`config.mk`:
```
export PLATFORM = sky130hd
export DESIGN_NAME = length_prefix_deframer_flat
export DESIGN_NICKNAME = d
export VERILOG_FILES = /design/src/sv/lpd_pkg.sv /design/src/sv/lpd_if.sv /design/src/sv/length_prefix_deframer.sv /design/src/sv/lpd_step.sv /design/src/flat_wrapper.sv
export VERILOG_INCLUDE_DIRS = /design/src /design/src/sv
export SDC_FILE = /design/constraint.sdc
export NUM_CORES = 1
export LEC_CHECK = 0
export BUFFER_PORTS_ARGS = -buffer_cell sky130_fd_sc_hd__clkbuf_2
export CAP_MARGIN = 20
export CORE_MARGIN = 1.5
export CORE_UTILIZATION = 25
export DETAILED_ROUTE_END_ITERATION = 8
export PLACE_DENSITY = 0.53
export REMOVE_ABC_BUFFERS = 1
export SLEW_MARGIN = 10
export SYNTH_ARGS = -nofsm -noshare
export SYNTH_HDL_FRONTEND = slang
export SYNTH_HIERARCHICAL = 1
export SYNTH_SLANG_ARGS = --single-unit
```
`constraint.sdc`:
```
create_clock -name clk -period 3 [get_ports clk]
set_input_delay 0.45 -clock clk [delete_from_list [all_inputs] [get_ports clk]]
set_output_delay 0.45 -clock clk [all_outputs]
set_load 0.01 [all_outputs]
```
`src/sv/length_prefix_deframer_macros.svh`:
```
// Assertion macros used by the deframer top level.
// Each macro expects signals named clk and arst_n in the scope where it is used.
`ifndef LENGTH_PREFIX_DEFRAMER_MACROS_SVH
`define LENGTH_PREFIX_DEFRAMER_MACROS_SVH

// Same-cycle implication, disabled during reset.
`define LPD_ASSERT_NOW(lbl, ante, cons, msg) \
	lbl: assert property (@(posedge clk) disable iff (!arst_n) (ante) |-> (cons)) \
		else $error(msg);

// Next-cycle implication, disabled during reset.
`define LPD_ASSERT_NEXT(lbl, ante, cons, msg) \
	lbl: assert property (@(posedge clk) disable iff (!arst_n) (ante) |=> (cons)) \
		else $error(msg);

`endif

```
`src/sv/lpd_pkg.sv`:
```
// Shared types, codes and constants of the length-prefixed deframer.
// No dependencies; every other file but the macros header imports this package.
package lpd_pkg;

	localparam int unsigned BYTE_W      = 8;
	localparam int unsigned LEN_W       = 16;
	localparam int unsigned CFG_W       = 12;
	localparam int unsigned LEFT_W      = 12;
	localparam int unsigned KIND_W      = 3;
	localparam int unsigned IDX_W       = 3;
	localparam int unsigned HELLO_BYTES = 5;
	localparam int unsigned MAX_FRAME_DEFAULT = 2048;
	localparam logic [CFG_W-1:0] MAX_LEN_RESET = 12'd2048;

	// Hello tag, one byte per position.
	localparam logic [BYTE_W-1:0] HELLO_TAG [4] = '{8'h52, 8'h45, 8'h54, 8'h48};

	// Result codes.
	typedef enum logic [KIND_W-1:0] {
		KIND_CONSUMED = 3'd0,
		KIND_PAYLOAD  = 3'd1,
		KIND_HELLO_OK = 3'd2,
		KIND_HELLO_NG = 3'd3,
		KIND_BAD_LEN  = 3'd4
	} kind_t;

	// Receive phase, one-hot.
	typedef enum logic [4:0] {
		PH_HELLO   = 5'b00001,
		PH_LEN_HI  = 5'b00010,
		PH_LEN_LO  = 5'b00100,
		PH_PAYLOAD = 5'b01000,
		PH_FAILED  = 5'b10000
	} phase_t;

	// Deframer state carried from byte to byte.
	typedef struct packed {
		phase_t            phase;
		logic [IDX_W-1:0]  hello_index;
		logic              hello_mismatch;
		logic [BYTE_W-1:0] length_high;
		logic [LEFT_W-1:0] bytes_left;
		logic              payload_started;
	} state_t;

	localparam state_t STATE_RESET = '{
		phase:           PH_HELLO,
		hello_index:     '0,
		hello_mismatch:  1'b0,
		length_high:     '0,
		bytes_left:      '0,
		payload_started: 1'b0
	};

	// One result item.
	typedef struct packed {
		kind_t             kind;
		logic [BYTE_W-1:0] out_byte;
		logic              frame_first;
		logic              frame_last;
		logic [LEN_W-1:0]  bad_length;
	} result_t;

endpackage

```
`src/sv/lpd_if.sv`:
```
// Handshake channel interfaces of the deframer: input bytes, results, config writes.
// Depends on lpd_pkg for field widths.
interface lpd_rx_if import lpd_pkg::*; ();
	logic              valid;
	logic              ready;
	logic [BYTE_W-1:0] rx_byte;
	logic              restart;

	modport source (output valid, rx_byte, restart, input ready);
	modport sink (input valid, rx_byte, restart, output ready);
endinterface

interface lpd_tx_if import lpd_pkg::*; ();
	logic              valid;
	logic              ready;
	logic [KIND_W-1:0] kind;
	logic [BYTE_W-1:0] out_byte;
	logic              frame_first;
	logic              frame_last;
	logic [LEN_W-1:0]  bad_length;

	modport source (output valid, kind, out_byte, frame_first, frame_last, bad_length,
		input ready);
	modport sink (input valid, kind, out_byte, frame_first, frame_last, bad_length,
		output ready);
endinterface

interface lpd_cfg_if import lpd_pkg::*; ();
	logic             valid;
	logic             ready;
	logic [CFG_W-1:0] data;

	modport source (output valid, data, input ready);
	modport sink (input valid, data, output ready);
endinterface

```
`src/sv/length_prefix_deframer.sv`:
```
// Length-prefixed deframer top level: hello check, then 2-byte length and payload split.
// A byte accepted on rx passes through the input register and the result register before it is offered on tx.
// Throughput: one byte per cycle while tx is ready; the per-byte state update is one pass of lpd_step.
// A stalled result holds in the result register while one more byte waits in the input register.
// Reset (arst_n low) clears the phase state, the valid flags and sets max_frame_len to 2048.
// Depends on lpd_pkg, lpd_if.sv, lpd_step and length_prefix_deframer_macros.svh.
`include "length_prefix_deframer_macros.svh"

module length_prefix_deframer import lpd_pkg::*; #(
	parameter int unsigned MAX_FRAME = MAX_FRAME_DEFAULT
) (
	input logic    clk,
	input logic    arst_n,
	lpd_rx_if.sink rx,
	lpd_tx_if.source tx,
	lpd_cfg_if.sink cfg
);

	logic [CFG_W-1:0]  max_len_q;
	state_t            state_q;
	state_t            state_next;
	result_t           result;
	result_t           result_q;
	logic              out_v_q;
	logic              in_v_s1;
	logic [BYTE_W-1:0] byte_s1;
	logic              restart_s1;
	logic              advance;

	// Configuration register, always ready.
	assign cfg.ready = 1'b1;
	always_ff @(posedge clk or negedge arst_n) begin
		if (!arst_n) begin
			max_len_q <= MAX_LEN_RESET;
		end else if (cfg.valid) begin
			max_len_q <= cfg.data;
		end
	end

	// The input stage moves on whenever the result register is free or being drained.
	assign advance  = !out_v_q || tx.ready;
	assign rx.ready = !in_v_s1 || advance;

	// Input register.
	always_ff @(posedge clk or negedge arst_n) begin
		if (!arst_n) begin
			in_v_s1 <= 1'b0;
		end else if (rx.ready) begin
			in_v_s1 <= rx.valid;
		end
	end

	always_ff @(posedge clk) begin
		if (rx.ready && rx.valid) begin
			byte_s1    <= rx.rx_byte;
			restart_s1 <= rx.restart;
		end
	end

	lpd_step #(
		.MAX_FRAME(MAX_FRAME)
	) u_step (
		.state        (state_q),
		.rx_byte      (byte_s1),
		.restart      (restart_s1),
		.max_frame_len(max_len_q),
		.state_next   (state_next),
		.result       (result)
	);

	// Deframer state advances once per byte that reaches the result register.
	always_ff @(posedge clk or negedge arst_n) begin
		if (!arst_n) begin
			state_q <= STATE_RESET;
			out_v_q <= 1'b0;
		end else if (advance) begin
			out_v_q <= in_v_s1;
			if (in_v_s1) begin
				state_q <= state_next;
			end
		end
	end

	// Result register.
	always_ff @(posedge clk) begin
		if (advance && in_v_s1) begin
			result_q <= result;
		end
	end

	assign tx.valid       = out_v_q;
	assign tx.kind        = result_q.kind;
	assign tx.out_byte    = result_q.out_byte;
	assign tx.frame_first = result_q.frame_first;
	assign tx.frame_last  = result_q.frame_last;
	assign tx.bad_length  = result_q.bad_length;

	// A reported bad length leaves the block failed.
	`LPD_ASSERT_NEXT(a_bad_len_fails, advance && in_v_s1 && result.kind == KIND_BAD_LEN,
		state_q.phase == PH_FAILED, "bad length did not enter failed phase")
	// The last payload byte of a frame hands over to the next length prefix.
	`LPD_ASSERT_NEXT(a_last_to_len, advance && in_v_s1 && result.frame_last,
		state_q.phase == PH_LEN_HI, "frame end did not return to length phase")
	// While in payload at least one byte remains.
	`LPD_ASSERT_NOW(a_left_nonzero, state_q.phase == PH_PAYLOAD, state_q.bytes_left != '0,
		"payload phase with no bytes left")
	// The bad length field is zero for every other kind.
	`LPD_ASSERT_NOW(a_badlen_zero, out_v_q && tx.kind != KIND_BAD_LEN, tx.bad_length == '0,
		"bad length set on a non-error result")

endmodule

```
`src/sv/lpd_step.sv`:
```
// Per-byte decision logic: next state and result from current state and one byte.
// Depends on lpd_pkg for the state, result and code types.
module lpd_step import lpd_pkg::*; #(
	parameter int unsigned MAX_FRAME = MAX_FRAME_DEFAULT
) (
	input  state_t            state,
	input  logic [BYTE_W-1:0] rx_byte,
	input  logic              restart,
	input  logic [CFG_W-1:0]  max_frame_len,
	output state_t            state_next,
	output result_t           result
);

	localparam logic [LEN_W-1:0] FRAME_CAP = LEN_W'(MAX_FRAME);

	state_t           cur;
	logic [LEN_W-1:0] len;
	logic             len_bad;

	// A restart discards state before the byte is looked at.
	assign cur = restart ? STATE_RESET : state;

	// Length check against both the register and the build-time cap.
	assign len     = {cur.length_high, rx_byte};
	assign len_bad = (len == '0) || (len > {{(LEN_W-CFG_W){1'b0}}, max_frame_len})
		|| (len > FRAME_CAP);

	// Phase handling.
	always_comb begin
		state_next = cur;
		result     = '{kind: KIND_CONSUMED, out_byte: '0, frame_first: 1'b0,
			frame_last: 1'b0, bad_length: '0};
		case (cur.phase)
			PH_HELLO: begin
				if (!cur.hello_index[IDX_W-1]) begin
					if (rx_byte != HELLO_TAG[cur.hello_index[1:0]]) begin
						state_next.hello_mismatch = 1'b1;
					end
					state_next.hello_index = cur.hello_index + 1'b1;
				end else begin
					if (cur.hello_mismatch) begin
						result.kind      = KIND_HELLO_NG;
						state_next.phase = PH_FAILED;
					end else begin
						result.kind      = KIND_HELLO_OK;
						result.out_byte  = rx_byte;
						state_next.phase = PH_LEN_HI;
					end
					state_next.hello_index = IDX_W'(HELLO_BYTES);
				end
			end
			PH_LEN_HI: begin
				state_next.length_high = rx_byte;
				state_next.phase       = PH_LEN_LO;
			end
			PH_LEN_LO: begin
				if (len_bad) begin
					result.kind       = KIND_BAD_LEN;
					result.bad_length = len;
					state_next.phase  = PH_FAILED;
				end else begin
					// A good length never exceeds the 12-bit register range.
					state_next.bytes_left      = len[LEFT_W-1:0];
					state_next.payload_started = 1'b0;
					state_next.phase           = PH_PAYLOAD;
				end
			end
			PH_PAYLOAD: begin
				result.kind                = KIND_PAYLOAD;
				result.out_byte            = rx_byte;
				result.frame_first         = !cur.payload_started;
				state_next.payload_started = 1'b1;
				if (cur.bytes_left <= LEFT_W'(1)) begin
					result.frame_last          = 1'b1;
					state_next.bytes_left      = '0;
					state_next.payload_started = 1'b0;
					state_next.phase           = PH_LEN_HI;
				end else begin
					state_next.bytes_left = cur.bytes_left - 1'b1;
				end
			end
			PH_FAILED: begin
				state_next.phase = PH_FAILED;
			end
			default: begin
				state_next.phase = PH_FAILED;
			end
		endcase
	end

endmodule
```
`src/flat_wrapper.sv`:
```
// flat-port wrapper written by rule: the top's interface ports become plain ports
module length_prefix_deframer_flat import lpd_pkg::*;
#(
	parameter int unsigned MAX_FRAME = MAX_FRAME_DEFAULT
)
  (clk, arst_n, rx_valid, rx_rx_byte, rx_restart, rx_ready, tx_valid, tx_kind, tx_out_byte, tx_frame_first, tx_frame_last, tx_bad_length, tx_ready, cfg_valid, cfg_data, cfg_ready);
  lpd_rx_if rx_i ();
  lpd_tx_if tx_i ();
  lpd_cfg_if cfg_i ();
  input logic clk;
  input logic arst_n;
  input wire logic [$bits(rx_i.valid)-1:0] rx_valid;
  input wire logic [$bits(rx_i.rx_byte)-1:0] rx_rx_byte;
  input wire logic [$bits(rx_i.restart)-1:0] rx_restart;
  output wire logic [$bits(rx_i.ready)-1:0] rx_ready;
  output wire logic [$bits(tx_i.valid)-1:0] tx_valid;
  output wire logic [$bits(tx_i.kind)-1:0] tx_kind;
  output wire logic [$bits(tx_i.out_byte)-1:0] tx_out_byte;
  output wire logic [$bits(tx_i.frame_first)-1:0] tx_frame_first;
  output wire logic [$bits(tx_i.frame_last)-1:0] tx_frame_last;
  output wire logic [$bits(tx_i.bad_length)-1:0] tx_bad_length;
  input wire logic [$bits(tx_i.ready)-1:0] tx_ready;
  input wire logic [$bits(cfg_i.valid)-1:0] cfg_valid;
  input wire logic [$bits(cfg_i.data)-1:0] cfg_data;
  output wire logic [$bits(cfg_i.ready)-1:0] cfg_ready;
  assign rx_i.valid = rx_valid;
  assign rx_i.rx_byte = rx_rx_byte;
  assign rx_i.restart = rx_restart;
  assign rx_ready = rx_i.ready;
  assign tx_valid = tx_i.valid;
  assign tx_kind = tx_i.kind;
  assign tx_out_byte = tx_i.out_byte;
  assign tx_frame_first = tx_i.frame_first;
  assign tx_frame_last = tx_i.frame_last;
  assign tx_bad_length = tx_i.bad_length;
  assign tx_i.ready = tx_ready;
  assign cfg_i.valid = cfg_valid;
  assign cfg_i.data = cfg_data;
  assign cfg_ready = cfg_i.ready;
  length_prefix_deframer #(.MAX_FRAME(MAX_FRAME)) u_core (.clk(clk), .arst_n(arst_n), .rx(rx_i), .tx(tx_i), .cfg(cfg_i));
endmodule
```
==> flow_metrics.env, run 1 <==
export IMPL_synthArstFlopShare=0.5366
export IMPL_yosys_warnings=6
export IMPL_dieHeight_um=136.7
export IMPL_drv_cap=0
export IMPL_tns_ns=0
export IMPL_finalCoreUtilization=0.3222
export IMPL_worstReg2RegStart="u_core/state_q[13]"
export IMPL_ys_ff_latch=82
export IMPL_clkPwrFrac=0.387
export IMPL_pwr_share_comb=0.153
export IMPL_cp_top_family="compound AO/OA/AOI/OAI gates"
export IMPL_syn_area_mm2=0.004466
export IMPL_maxSlewViolCount=0
export IMPL_power_density_mw_per_mm2=521.7
export IMPL_p_leak_uw=0.002563
export IMPL_slew_headroom=0.5355
export IMPL_syn_avg_cell_area_um2=11.54
export IMPL_synthTopCellsByArea="edfxtp_1 26%, dfrtp_1 24%, mux2_4 9.8%"
export IMPL_hpwl_um=8200
export IMPL_max_vdd_ir_drop_mv=0.3082
export IMPL_path_buf_inv=1
export IMPL_root_buffer="clkbuf_16"
export IMPL_cts_buffer_depth=2
export IMPL_syn2layout_area_growth_pct=25.22
export IMPL_timing_rr_end="u_core/state_q[4]"
export IMPL_gr_total_overflow=0
export IMPL_n_antenna_cell=0
export IMPL_drt_first_pass_iters=4
export IMPL_hold_viol=0
export IMPL_worst_hold_slack_ns=0.05550
export IMPL_ant_nets=0
export IMPL_io_pins=58
export IMPL_cp_start_kind="flip-flop"
export IMPL_ys_types=55
export IMPL_max_freq_mhz=345.2
export IMPL_tritoncts="yes"
export IMPL_critPathMaxFanout=7
export IMPL_fin_crit_ns=2.897
export IMPL_fin_nets=515
export IMPL_setup_worst_path_start="u_core/state_q[13]"
export IMPL_seq_power_share=0.459
export IMPL_grt_pass1_wl_um=18130
export IMPL_p_int_uw=2168
export IMPL_start_util=0.2573
export IMPL_first_global_vias=3295
export IMPL_r2r_slack_ns=0.10
export IMPL_synth_edf_count=38
export IMPL_h_tree_depth=3
export IMPL_drive_above_1_share=0.3612
export IMPL_place_gp_congestion=0.8472
export IMPL_synthCells=387
export IMPL_clk_pin_slew_ns=0.06
export IMPL_antenna_found_initial=0
export IMPL_via_count=3318
export IMPL_core_area_mm2=0.01736
export IMPL_numCtsBuffers=9
export IMPL_rsz0062_at_grt="false"
export IMPL_cp_data_required_time_ns=3.23
export IMPL_p_sw_frac=0.2568
export IMPL_worst_slew_pin_slew_ns=0.6909
export IMPL_drtIter0Drc=255
export IMPL_wire_per_inst_um=16.61
export IMPL_path_cells="nor2b_2 > ha_1 > o21ai_1 > or4_4 > buf_4 > a2bb2oi_4 > a32o_2 > a221o_1 > mux2_4"
export IMPL_cp_end_kind="flip-flop"
export IMPL_die_x_um=136.7
export IMPL_crit_type="reg2reg"
export IMPL_synth_top_area_share=0.2555
export IMPL_switching_power_uw=749.1
export IMPL_viasPerCell=4.713
export IMPL_die_area_mm2=0.01867
export IMPL_reg2reg_depth=9
export IMPL_ys_flop_type="dfrtp_1"
export IMPL_rows=48
export IMPL_cts_sinks=82
export IMPL_drc=0
export IMPL_final_setup_viol_count=0
export IMPL_arrival_ns=3.12
export IMPL_port_buffers=56
export IMPL_clk_latency_ns=0.34
export IMPL_skew_ns=0.007377
export IMPL_synth_area_leader_cell="edfxtp_1"
export IMPL_synth_seq_area_share=0.5027
export IMPL_hold_buffers=0
export IMPL_cpPeakStageDelay_ns=0.57
export IMPL_fillCellCount=1773
export IMPL_min_period_over_period=0.9655
export IMPL_slowest_stage="or4_4"
export IMPL_hold_class="in2async"
export IMPL_grt_max_degree=32
export IMPL_status="completed"
export IMPL_wirelength_um=11690
export IMPL_grtUsageTotal=0.1317
## power by group through the flow
| stage | clock network [uW] | registers (uW) | logic [uW] |
|---|---|---|---|
| 2_1_floorplan | 0 | 1360 | 271 |
| 3_3_place_gp | 0 | 1360 | 431 |
| 3_5_place_dp | 0 | 1360 | 440 |
| 4_1_cts | 1160 | 1340 | 442 |
| 5_1_grt | 1210 | 1350 | 501 |
| 6_report | 1130 | 1340 | 447 |
## worst register-to-register path, cell delays in order, from the launching register on
cell and delay (ns):
dfrtp_1 0.41, nor2b_2 0.17, ha_1 0.28, o21ai_1 0.09, or4_4 0.57, buf_4 0.16
a2bb2oi_4 0.17, a32o_2 0.30, a221o_1 0.36, mux2_4 0.26
## metrics by stage
step	area (um2)	instances	setup slack, ns	power, uW
after global routing	5592	704	0.006448	3066
final	5592	704	0.1034	2917
after detailed placement	5146	681	-0.1169	1800
after floorplan	4360	371	-0.5339	1631
after global placement	5146	681	-0.01920	1789
after CTS	5477	697	0.001509	2943
## cell usage after synthesis (2+ instances only)
cell type / count
buf_2: 3
or2_2: 2
nor2b_1: 5
a221o_1: 5
nand2_1: 36
and2_1: 9
dfstp_2: 2
and3_1: 12
nand3b_1: 3
o31ai_1: 2
a2111oi_2: 2
mux2i_1: 5
nor4_1: 7
a21o_1: 2
xor2_1: 5
o211ai_1: 4
nand2b_1: 4
buf_6: 5
mux2_2: 14
ha_1: 15
nand4_1: 3
a21oi_1: 12
nor2_1: 22
dfrtp_1: 42
nand3_1: 4
inv_1: 18
a31oi_1: 5
clkbuf_1: 7
o22ai_1: 2
a211o_1: 2
or3_1: 2
mux2_4: 29
edfxtp_1: 38
o311ai_0: 3
nor3_1: 11
o21ai_0: 21
o21ai_1: 5
inv_2: 2
## flip-flops by register name (all words and copies together), names as in the netlist
name and flops:
u_core/state_q 30, u_core/tx.bad_length 16, u_core/max_len_q 12, u_core/byte_s1 8, u_core/tx.out_byte 8, u_core/tx.kind 3, u_core/in_v_s1 1, u_core/restart_s1 1
u_core/tx.frame_first 1, u_core/tx.frame_last 1, u_core/tx.valid 1
## cell usage in the layout, fill, tap and decap left out, drive strengths merged, types with 15 or more instances in the layout
cell,count
buf,35
nor2,22
clkbuf,67
o21ai,26
nand2,38
mux2,43
inv,20
dfrtp,42
edfxtp,38
ha,15
## cell type report
type / count / area, um2 / area share
sequential: 82 / 2245 / 0.4014
multi-input combinational: 270 / 2138 / 0.3824
timing repair buffer: 91 / 546.8 / 0.09778
tap: 225 / 281.5 / 0.05035
clock buffer: 11 / 252.7 / 0.04520
inverter: 20 / 75.07 / 0.01343
clock inverter: 5 / 52.55 / 0.009398
## metal layers
| layer | routed length (um) | global-route usage |
|---|---|---|
| met1 | 5177 | 0.1638 |
| met2 | 5593 | 0.2133 |
| met3 | 620 | 0.03852 |
| met4 | 297 | 0.05378 |
| met5 | 0 | 0 |
## repair_timing
item / in CTS / in global routing
cloned: 0 / 1
resized for setup: 4 / 9
buffers inserted: 0 / 6
pin swaps: 0 / 5
endpoints found under the setup margin: 8 / 12
## cells by family after synthesis
family | after synthesis | synth area share
AND/OR/NAND/NOR | 126 | 0.1457
flip-flops | 82 | 0.5027
AO/OA/AOI/OAI | 73 | 0.1126
multiplexers | 48 | 0.1440
buffers and inverters | 36 | 0.04035
adder cells (fa/ha/maj) | 15 | 0.04203
XOR/XNOR | 6 | 0.01177
other | 1 | 0.0008398
## how the worst max path moves through the flow
| stage | endpoint | cells after the start |
|---|---|---|
| after floorplan | u_core/state_q[3] | 11 |
| after global placement | u_core/state_q[3] | 9 |
| after detailed placement | u_core/state_q[3] | 9 |
| after CTS | u_core/state_q[4] | 9 |
| after global routing | u_core/state_q[12] | 11 |
| final | u_core/state_q[4] | 9 |
(Power assumes the default switching activity.)
==> run 2, diff against run 1 <==
--- a/config.mk
+++ b/config.mk
@@ -11,7 +11,7 @@
 export CORE_MARGIN = 1.5
 export CORE_UTILIZATION = 25
 export DETAILED_ROUTE_END_ITERATION = 8
-export PLACE_DENSITY = 0.53
+export PLACE_DENSITY = 0.52
 export REMOVE_ABC_BUFFERS = 1
 export SLEW_MARGIN = 10
 export SYNTH_ARGS = -nofsm -noshare
==> constraint.sdc (replaced) <==
create_clock -name clk -period 3.7 [get_ports clk]
set_input_delay 0.555 -clock clk [delete_from_list [all_inputs] [get_ports clk]]
set_output_delay 0.555 -clock clk [all_outputs]
set_load 0.01 [all_outputs]
==> run 2 against run 1 <==
- first-iteration DRC count fell by 19%
- routed wire length fell by 2.4%
- clock power fell by 9%
- combinational power fell by 26%
- clock-buffer cell count fell by 1
- largest cell class unchanged
- cell count fell by 4.0%
- flip-flop and latch count did not move
- design area fell by 4.7%
- power fell by 16%
- critical path type unchanged
- sequential share of layout area rose by 2.0 points
==> flow_metrics.env, run 2 (same netlist as run 1, synthesis figures left out) <==
export IMPL_status="completed"
export IMPL_clk_latency_ns=0.34
export IMPL_final_common_cell="clkbuf_2"
export IMPL_grt_pass1_wl_um=17850
export IMPL_p_leak_uw=0.002438
export IMPL_hold_class="in2async"
export IMPL_cts_sinks=82
export IMPL_worst_slew_pin_slew_ns=0.7688
export IMPL_critPathMaxFanout=7
export IMPL_grt_max_degree=32
export IMPL_max_freq_mhz=319.2
export IMPL_hpwl_um=8064
export IMPL_cts_resized=0
export IMPL_core_area_mm2=0.01736
export IMPL_drc=0
export IMPL_clk_pin_slew_ns=0.06
export IMPL_max_vdd_ir_drop_mv=0.2514
export IMPL_h_tree_depth=3
export IMPL_die_x_um=136.7
export IMPL_drtIter0Drc=206
export IMPL_max_flop_register="u_core/state_q"
export IMPL_cp_data_required_time_ns=3.93
export IMPL_drt_first_pass_iters=4
export IMPL_hold_buffers=0
export IMPL_largest_register_ffs=30
export IMPL_fin_crit_ns=3.132
export IMPL_cp_start_kind="flip-flop"
export IMPL_drv_cap=0
export IMPL_wirelength_um=11400
export IMPL_root_buffer="clkbuf_16"
export IMPL_via_count=3193
export IMPL_n_antenna_cell=0
export IMPL_instances_no_fill=676
export IMPL_numCtsBuffers=9
export IMPL_port_buffers=56
export IMPL_syn2layout_area_growth_pct=19.36
export IMPL_power_density_mw_per_mm2=461.2
export IMPL_post_cts_setup_buffer_count=0
export IMPL_tns_ns=0
export IMPL_viasPerCell=4.723
export IMPL_rows=48
export IMPL_start_util=0.2573
export IMPL_fillCellCount=1776
export IMPL_die_area_mm2=0.01867
export IMPL_antenna_found_initial=0
export IMPL_layout_common_cells="56 x clkbuf_2, 42 x dfrtp_1, 38 x edfxtp_1"
export IMPL_first_global_vias=3241
export IMPL_rsz0062_at_grt="false"
export IMPL_fin_nets=487
export IMPL_dieHeight_um=136.7
export IMPL_cp_end_kind="flip-flop"
export IMPL_drive_above_1_share=0.3060
export IMPL_hold_viol=0
export IMPL_arrival_ns=3.36
export IMPL_grtUsageTotal=0.1296
export IMPL_slew_headroom=0.4831
export IMPL_tritoncts="yes"
export IMPL_ant_nets=0
export IMPL_cts_buffer_depth=2
export IMPL_maxSlewViolCount=0
export IMPL_min_period_over_period=0.8466
export IMPL_place_gp_congestion=0.8580
export IMPL_io_pins=58
export IMPL_skew_ns=0.008934
export IMPL_final_setup_viol_count=0
export IMPL_crit_type="reg2reg"
export IMPL_wire_per_inst_um=16.87
export IMPL_gr_total_overflow=0
export IMPL_dp_cells=660
run 2: cell types whose count changed in the layout (fill, tap and decap cells not counted), moves of 2 or more:
cell / before / now
buf_4: 34 / 8
a2111oi_2: 0 / 2
a2111oi_4: 2 / 0
bufinv_16: 1 / 3
clkbuf_8: 2 / 0
inv_6: 0 / 2
nor4_1: 4 / 6
nor4_2: 3 / 1
run 2: worst paths after layout:
check | from | end | slack [ns] | cells after the start
max reg2reg | u_core/state_q[16] | u_core/state_q[1] | 0.57 | 11
min | arst_n | u_core/tx.valid | 0.20 | 1
max | u_core/state_q[16] | u_core/state_q[1] | 0.57 | 11
min reg2reg | u_core/max_len_q[8] | u_core/max_len_q[8] | 0.51 | 1
min in group clk | rx_rx_byte[2] | u_core/byte_s1[2] | 0.38 | 1
max in group asynchronous | arst_n | u_core/state_q[25] | 2.69 | 2
run 2: area by class of cell:
type	count	area (um2)	area share
flip-flops and latches	82	2245	0.4211
clock buffers	10	229.0	0.04296
well taps	225	281.5	0.05282
clock inverters	6	112.6	0.02113
multi-input cells	269	2047	0.3840
repair buffers	64	340.3	0.06385
inverters	20	75.07	0.01408
run 2: metal layers:
layer  GRT usage  routed length, um
met5           0                  0
met2      0.2155               5398
met3     0.03000                600
met4     0.04669                178
met1      0.1638               5226
run 2: per-stage QoR:
| stage | util | total power [uW] | area, um2 | hold slack [ns] | setup WS [ns] |
|---|---|---|---|---|---|
| after CTS | 0.3071 | 2490 | 5330 | 0.2212 | 0.5535 |
| after global placement | 0.2874 | 1443 | 4989 | 0.4964 | 0.6371 |
| after detailed placement | 0.2874 | 1452 | 4989 | 0.5007 | 0.5465 |
| final | 0.3071 | 2458 | 5330 | 0.2012 | 0.5676 |
| after global routing | 0.3071 | 2573 | 5330 | 0.2477 | 0.4193 |
| after floorplan | - | 1323 | 4360 | 0.2594 | 0.1661 |
run 2: report_power, final:
group          total, uW  switching, uW  internal [uW]  leakage [uW]
registers           1100           61.5           1030      0.000943
logic                332            179            153       0.00133
clock network       1030            368            663      0.000167
total               2460            609           1850       0.00244
run 2: worst max-delay path, cell delays in order, from the launching register on:
cell,delay [ns]
dfrtp_1,0.41
nand2_1,0.15
inv_1,0.08
ha_1,0.31
o221ai_1,0.14
or4_4,0.58
a2111oi_2,0.33
a31oi_2,0.19
nand2_2,0.25
inv_2,0.05
a211o_1,0.28
mux2_4,0.26
